**config.mk**
```make
export PLATFORM = sky130hd
export DESIGN_NAME = ssta_mac
export DESIGN_NICKNAME = d
export VERILOG_FILES = /design/src/ssta_pkg.sv /design/src/ssta_mac.sv
export SDC_FILE = /design/constraint.sdc
export NUM_CORES = 2
export LEC_CHECK = 0
export BUFFER_PORTS_ARGS = -buffer_cell sky130_fd_sc_hd__buf_2
export CORE_ASPECT_RATIO = 0.6
export CORE_MARGIN = 8
export CORE_UTILIZATION = 65
export CTS_CLUSTER_DIAMETER = 80
export DETAILED_ROUTE_END_ITERATION = 8
export GPL_TIMING_DRIVEN = 0
export PLACE_DENSITY = 0.84
export SYNTH_ARGS = -nofsm -noshare
export SYNTH_HDL_FRONTEND = slang
export SYNTH_SLANG_ARGS = --single-unit
```
**constraint.sdc**
```tcl
create_clock -name clk_i -period 10.9 [get_ports clk_i]
set_input_delay 1.09 -clock clk_i [delete_from_list [all_inputs] [get_ports clk_i]]
set_output_delay 1.09 -clock clk_i [all_outputs]
set_load 0.01 [all_outputs]
```
**src/ssta_pkg.sv**
```systemverilog
// Shared types and constants of the sparse transpose scatter-accumulate core.
package ssta_pkg;

  // Accumulator store geometry
  localparam int unsigned Entries  = 1024;
  localparam int unsigned IdxW     = 10;
  localparam int unsigned MemDepth = (Entries < (1 << IdxW)) ? Entries : (1 << IdxW);
  localparam int unsigned AddrW    = (MemDepth > 1) ? $clog2(MemDepth) : 1;

  // Operand widths: Q16.16 operands, Q32.32 accumulator
  localparam int unsigned OpW  = 32;
  localparam int unsigned AccW = 64;

  localparam logic [AccW-1:0] AccMax = {1'b0, {(AccW-1){1'b1}}};
  localparam logic [AccW-1:0] AccMin = {1'b1, {(AccW-1){1'b0}}};

  // Command codes on the request channel
  typedef enum logic [1:0] {
    CmdLoad = 2'd0,
    CmdAcc  = 2'd1,
    CmdRead = 2'd2
  } cmd_e;

  // Operation carried by the execute stage
  typedef enum logic [1:0] {
    KindNone = 2'd0,
    KindLoad = 2'd1,
    KindAcc  = 2'd2,
    KindRead = 2'd3
  } kind_e;

  // Execute stage control
  typedef struct packed {
    kind_e            kind;
    logic [AddrW-1:0] addr;
  } stage_t;

endpackage

```
**src/ssta_mac.sv**
```systemverilog
// Multiply-accumulate datapath: registered product of Q16.16 operands, saturating Q32.32 add.
module ssta_mac (
  input  logic                            clk_i,
  input  logic                            load_en_i,
  input  logic signed [ssta_pkg::OpW-1:0] mat_i,
  input  logic signed [ssta_pkg::OpW-1:0] vec_i,
  input  logic [ssta_pkg::AccW-1:0]       acc_i,
  output logic [ssta_pkg::AccW-1:0]       sum_o,
  output logic                            ovf_o
);
  import ssta_pkg::*;

  logic signed [AccW-1:0] prod_full;
  logic [AccW-1:0]        prod_q;
  logic [AccW-1:0]        raw_sum;

  // Full-width signed product, exact in Q32.32
  assign prod_full = mat_i * vec_i;

  always_ff @(posedge clk_i) begin
    if (load_en_i) begin
      prod_q <= prod_full;
    end
  end

  // Add with saturation on signed overflow
  always_comb begin
    raw_sum = acc_i + prod_q;
    ovf_o   = (acc_i[AccW-1] == prod_q[AccW-1]) && (raw_sum[AccW-1] != acc_i[AccW-1]);
    if (ovf_o) begin
      sum_o = acc_i[AccW-1] ? AccMin : AccMax;
    end else begin
      sum_o = raw_sum;
    end
  end

endmodule

```
**Word level (Yosys, flattened, before mapping)**

Index checks and enable logic that the tools add are counted.

- $add $sub $neg: 1
- $mul: 1
- Equality and inequality tests: 2
- Multiplexer cells: 2
- Reductions and logical operators: 1

Operators with widths:

| cell | count |
|---|---|
| $mux W64 | 2 |
| $add A64 B64 Y64 | 1 |
| $mul A32 B32 Y64 | 1 |
| $eq A1 B1 Y1 | 1 |
| $logic_and A1 B1 Y1 | 1 |
| $ne A1 B1 Y1 | 1 |

- Bits in registers: 64
- Input bits: 130
- Output and inout port bits: 65
- Logic and storage cells: 8

**Depth between registers and ports, before layout**

- Word-level depth: 4
- Depth in mapped cells: 29
- Depth with buffers taken out: 28

**Worst setup path after synthesis**

No wires, ideal clock.

- Kind: input -> register
- Start: input vec_i[2] (netlist bit)
- End: register prod_q[59], data pin
- Library setup time: 0.266 ns
- Data arrival time: 8.113 ns
- Setup slack: 2.521 ns
- Cell stages on the path: 26
- Cell sequence: clkbuf_1 -> nand2_1 -> inv_1 -> fa_1 -> inv_1 -> fa_1 -> inv_1 -> fa_1 -> fa_1 -> inv_1 -> fa_1 -> inv_1 -> fa_1 -> inv_1 -> fa_1 -> inv_1 -> fa_1 -> ha_1 -> nor2b_1 -> o21ai_0 -> nand2b_1 -> a211oi_1 -> and3_1 -> o21bai_1 -> o41ai_1 -> xnor2_1

- Longest elaborated chain between the ends: 1

Ends and longest elaborated chain:

| element | line | source |
|---|---|---|
| from (decl) | ssta_mac.sv:6 | `input logic signed [ssta_pkg::OpW-1:0] vec_i,` |
| $mul A32 B32 Y64 | ssta_mac.sv:18 | `assign prod_full = mat_i * vec_i;` |
| net prod_full[59] | ssta_mac.sv:13 | `logic signed [AccW-1:0] prod_full;` |
| to (signal assigned) | ssta_mac.sv:22 | `prod_q <= prod_full;` |
| to (decl) | ssta_mac.sv:14 | `logic [AccW-1:0] prod_q;` |

The timed path passes the listed nets, and every way through them passes these cells.
A chain may end at the register's enable or synchronous reset.

**Worst setup path after layout**

- Start: input vec_i[8] (netlist bit)
- End: register prod_q[63], data pin

The elaborated chain is that of the path after synthesis.

==> metrics.txt <==
run status finished with violations; violated checks capacitance limit, slew limit; Die Wd 345 um; via-per-instance ratio 6.07; CTS Buf Count 9; Detail Placement HPWL 124000 um; CP required 10.97 ns; hold_sp mat_i[0]; initial core utilization 0.655; Max-Cap Viols 1; vias in the first global route 35.1k; number of nets in the layout 6214; crit path DAT 10.44 ns; dominant synthesized flop cell edfxtp_1; postcts setup bufs 0; htree depth 3; setup TNS 0 ns; share of the yosys chip area belonging to registers 0.0457; gr ovfl total 0; Top delay family on crit path adder cells; Setup crit start kind input port; WL per Instance 25.6 um; Biggest register prod_q; period utilization 0.952; Mapped Cells 4549; Root Buffer clkbuf_16; measured slew at the worst slew-check pin 1.51 ns; commonest non-fill, non-tap cells in the layout fa_1 (1082), inv_1 (1000), nand2_1 (575), and2_1 (510), ha_1 (247); Core Area 64200 um^2; YS warnings 0; CP Cell Sequence buf_2 -> clkbuf_1 -> nand2_1 -> fa_1 -> fa_1 -> fa_1 -> fa_1 -> inv_1 -> fa_1 -> fa_1 -> fa_1 -> fa_1 -> ha_1 -> clkbuf_1 -> nand4_1 -> nor4_1 -> nand4_1 -> a211o_1 -> and3_1 -> o21ai_0 -> a31oi_1 -> xnor2_1; Async SR Flop Fraction 0; GP Congestion 1.09; Post-synth EDFFs 64; final setup vio count 0; Setup CP Type input port to register; DRC viols 0; Post-CTS Hold Buffers 0; area of the multi-input gates 35500 um^2; TritonCTS Sinks 64; Die ar. 73400 um^2; share of layout cells above drive strength 1 0.0525; I/O pins 195; wire length of the first global-routing pass 216000 um; Rel. slew slack -0.00699; Synthesized Nets 6009; GRT Total Usage 0.401; commonest non-fill, non-tap cell in the layout fa_1; Synth cell types 79; register area 1920 um^2; Post-Route WL 144000 um; total standard cell area after synthesis 42100 um^2; row count 72; CTS max path bufs 2; Vias 34.2k; Final Max Slew Viols 11; Mean Syn Cell Area 9.25 um^2; first-pass iteration count of the detailed router 8; Buf/Inv on CP 4; CP Capture Type register; P&R area growth vs syn 5.65%; crit path from vec_i[8]; Port Buffers 194; initial detailed-routing violation count 4368; CP most frequent cell fa_1; initial antenna violation count 25; post-route antenna net violation count 0; DIE HEIGHT 213 um; worst hold path class input port to register; # fillers 4990; largest net degree at the start of global routing 65; post-route minimum period 10.37 ns; Critical Path Fanout Max 10; Final Hold Vio Count 0; Clock transition at path regs 0.05 ns; CTS tree yes; Worst path slowest cell fa_1; biggest regs prod_q: 64 flops; Max stage delay on crit path 0.85 ns; FF+latch count, synth 64; post-CTS sizing 0; max reg flops 64; RSZ-0062 raised after global routing no; f_max 96.4 MHz
==> area by class of cell <==
cell class	instances	share of cell area
Multi-Input combinational cell	3245	0.798
Inverter	1000	0.0844
Sequential cell	64	0.0432
Tap cell	851	0.0239
Timing Repair Buffer	194	0.0219
Buffer	240	0.0209
Clock buffer	10	0.00515
Antenna cell	25	0.00141
Clock inverter	6	0.00101
==> routing by layer <==
metal  up-vias  wire [um]  part of all wire  GRT usage
met4        22       7170             0.050      0.162
met1     17128      53800              0.37      0.548
met5         -        320            0.0022     0.0114
met2      2618      57600              0.40      0.545
met3       464      25400              0.18      0.193
li1      13985          -                 -          -
==> metrics by stage <==
stage          cell area (um^2)   util  setup slack [ns]  hold WS, ns  instances
5_1_grt                   44400  0.692             0.300         1.22       5616
4_1_cts                   44400  0.691             0.831         1.21       5610
3_5_place_dp              44100  0.687             0.499         1.57       5594
6_report                  44500  0.692             0.527         1.25       5635
2_1_floorplan             42100      -              2.52         1.20       4549
3_3_place_gp              44100  0.687             0.718         1.57       5594
==> logic make-up after synthesis <==
kind of cell / count (synthesis) / synth area share
fa+ha+maj: 1331 / 0.589
simple gates: 1311 / 0.156
buf+inv: 1240 / 0.111
compound gates: 478 / 0.0724
xor+xnor: 123 / 0.0256
flops: 64 / 0.0457
mux: 2 / 0.000476
==> synthesized netlist by cell type (3+ instances only) <==
| cell | instances | area share |
|---|---|---|
| and2_1 | 510 | 0.076 |
| o211ai_1 | 14 | 0.0025 |
| o31ai_1 | 5 | 0.00089 |
| a21o_1 | 73 | 0.013 |
| inv_1 | 1000 | 0.089 |
| clkbuf_1 | 223 | 0.020 |
| and3_1 | 15 | 0.0022 |
| or2_2 | 3 | 0.00045 |
| a21oi_1 | 138 | 0.016 |
| nand3_1 | 24 | 0.0029 |
| xnor2_1 | 76 | 0.016 |
| buf_2 | 12 | 0.0014 |
| o211a_1 | 3 | 0.00071 |
| a211oi_1 | 9 | 0.0016 |
| nand2b_1 | 27 | 0.0040 |
| xor2_1 | 47 | 0.0098 |
| o21a_1 | 19 | 0.0034 |
| o21ai_0 | 124 | 0.015 |
| o21ai_1 | 7 | 0.00083 |
| o2111ai_1 | 4 | 0.00083 |
| fa_1 | 1083 | 0.52 |
| nor2b_1 | 15 | 0.0022 |
| nand4_1 | 25 | 0.0037 |
| nor2_1 | 80 | 0.0071 |
| a311o_1 | 3 | 0.00071 |
| o21bai_1 | 24 | 0.0043 |
| nor4_1 | 3 | 0.00045 |
| or3_1 | 7 | 0.0010 |
| edfxtp_1 | 64 | 0.046 |
| ha_1 | 247 | 0.073 |
| nand2_1 | 575 | 0.051 |
| a2111o_1 | 3 | 0.00080 |
| a221oi_1 | 6 | 0.0012 |
| a31oi_1 | 11 | 0.0016 |
| and4_1 | 5 | 0.0010 |
| clkbuf_2 | 4 | 0.00048 |
| nor3_1 | 11 | 0.0013 |
==> worst paths after layout <==
check / cells past startpoint / endpoint
setup / recovery: 22 / prod_q[63]$_DFFE_PP_
hold / removal: 2 / prod_q[0]$_DFFE_PP_
Power is left out: the tool's default activity adds up to more than one toggle a clock period on the data nets, which glitch-free logic cannot reach.
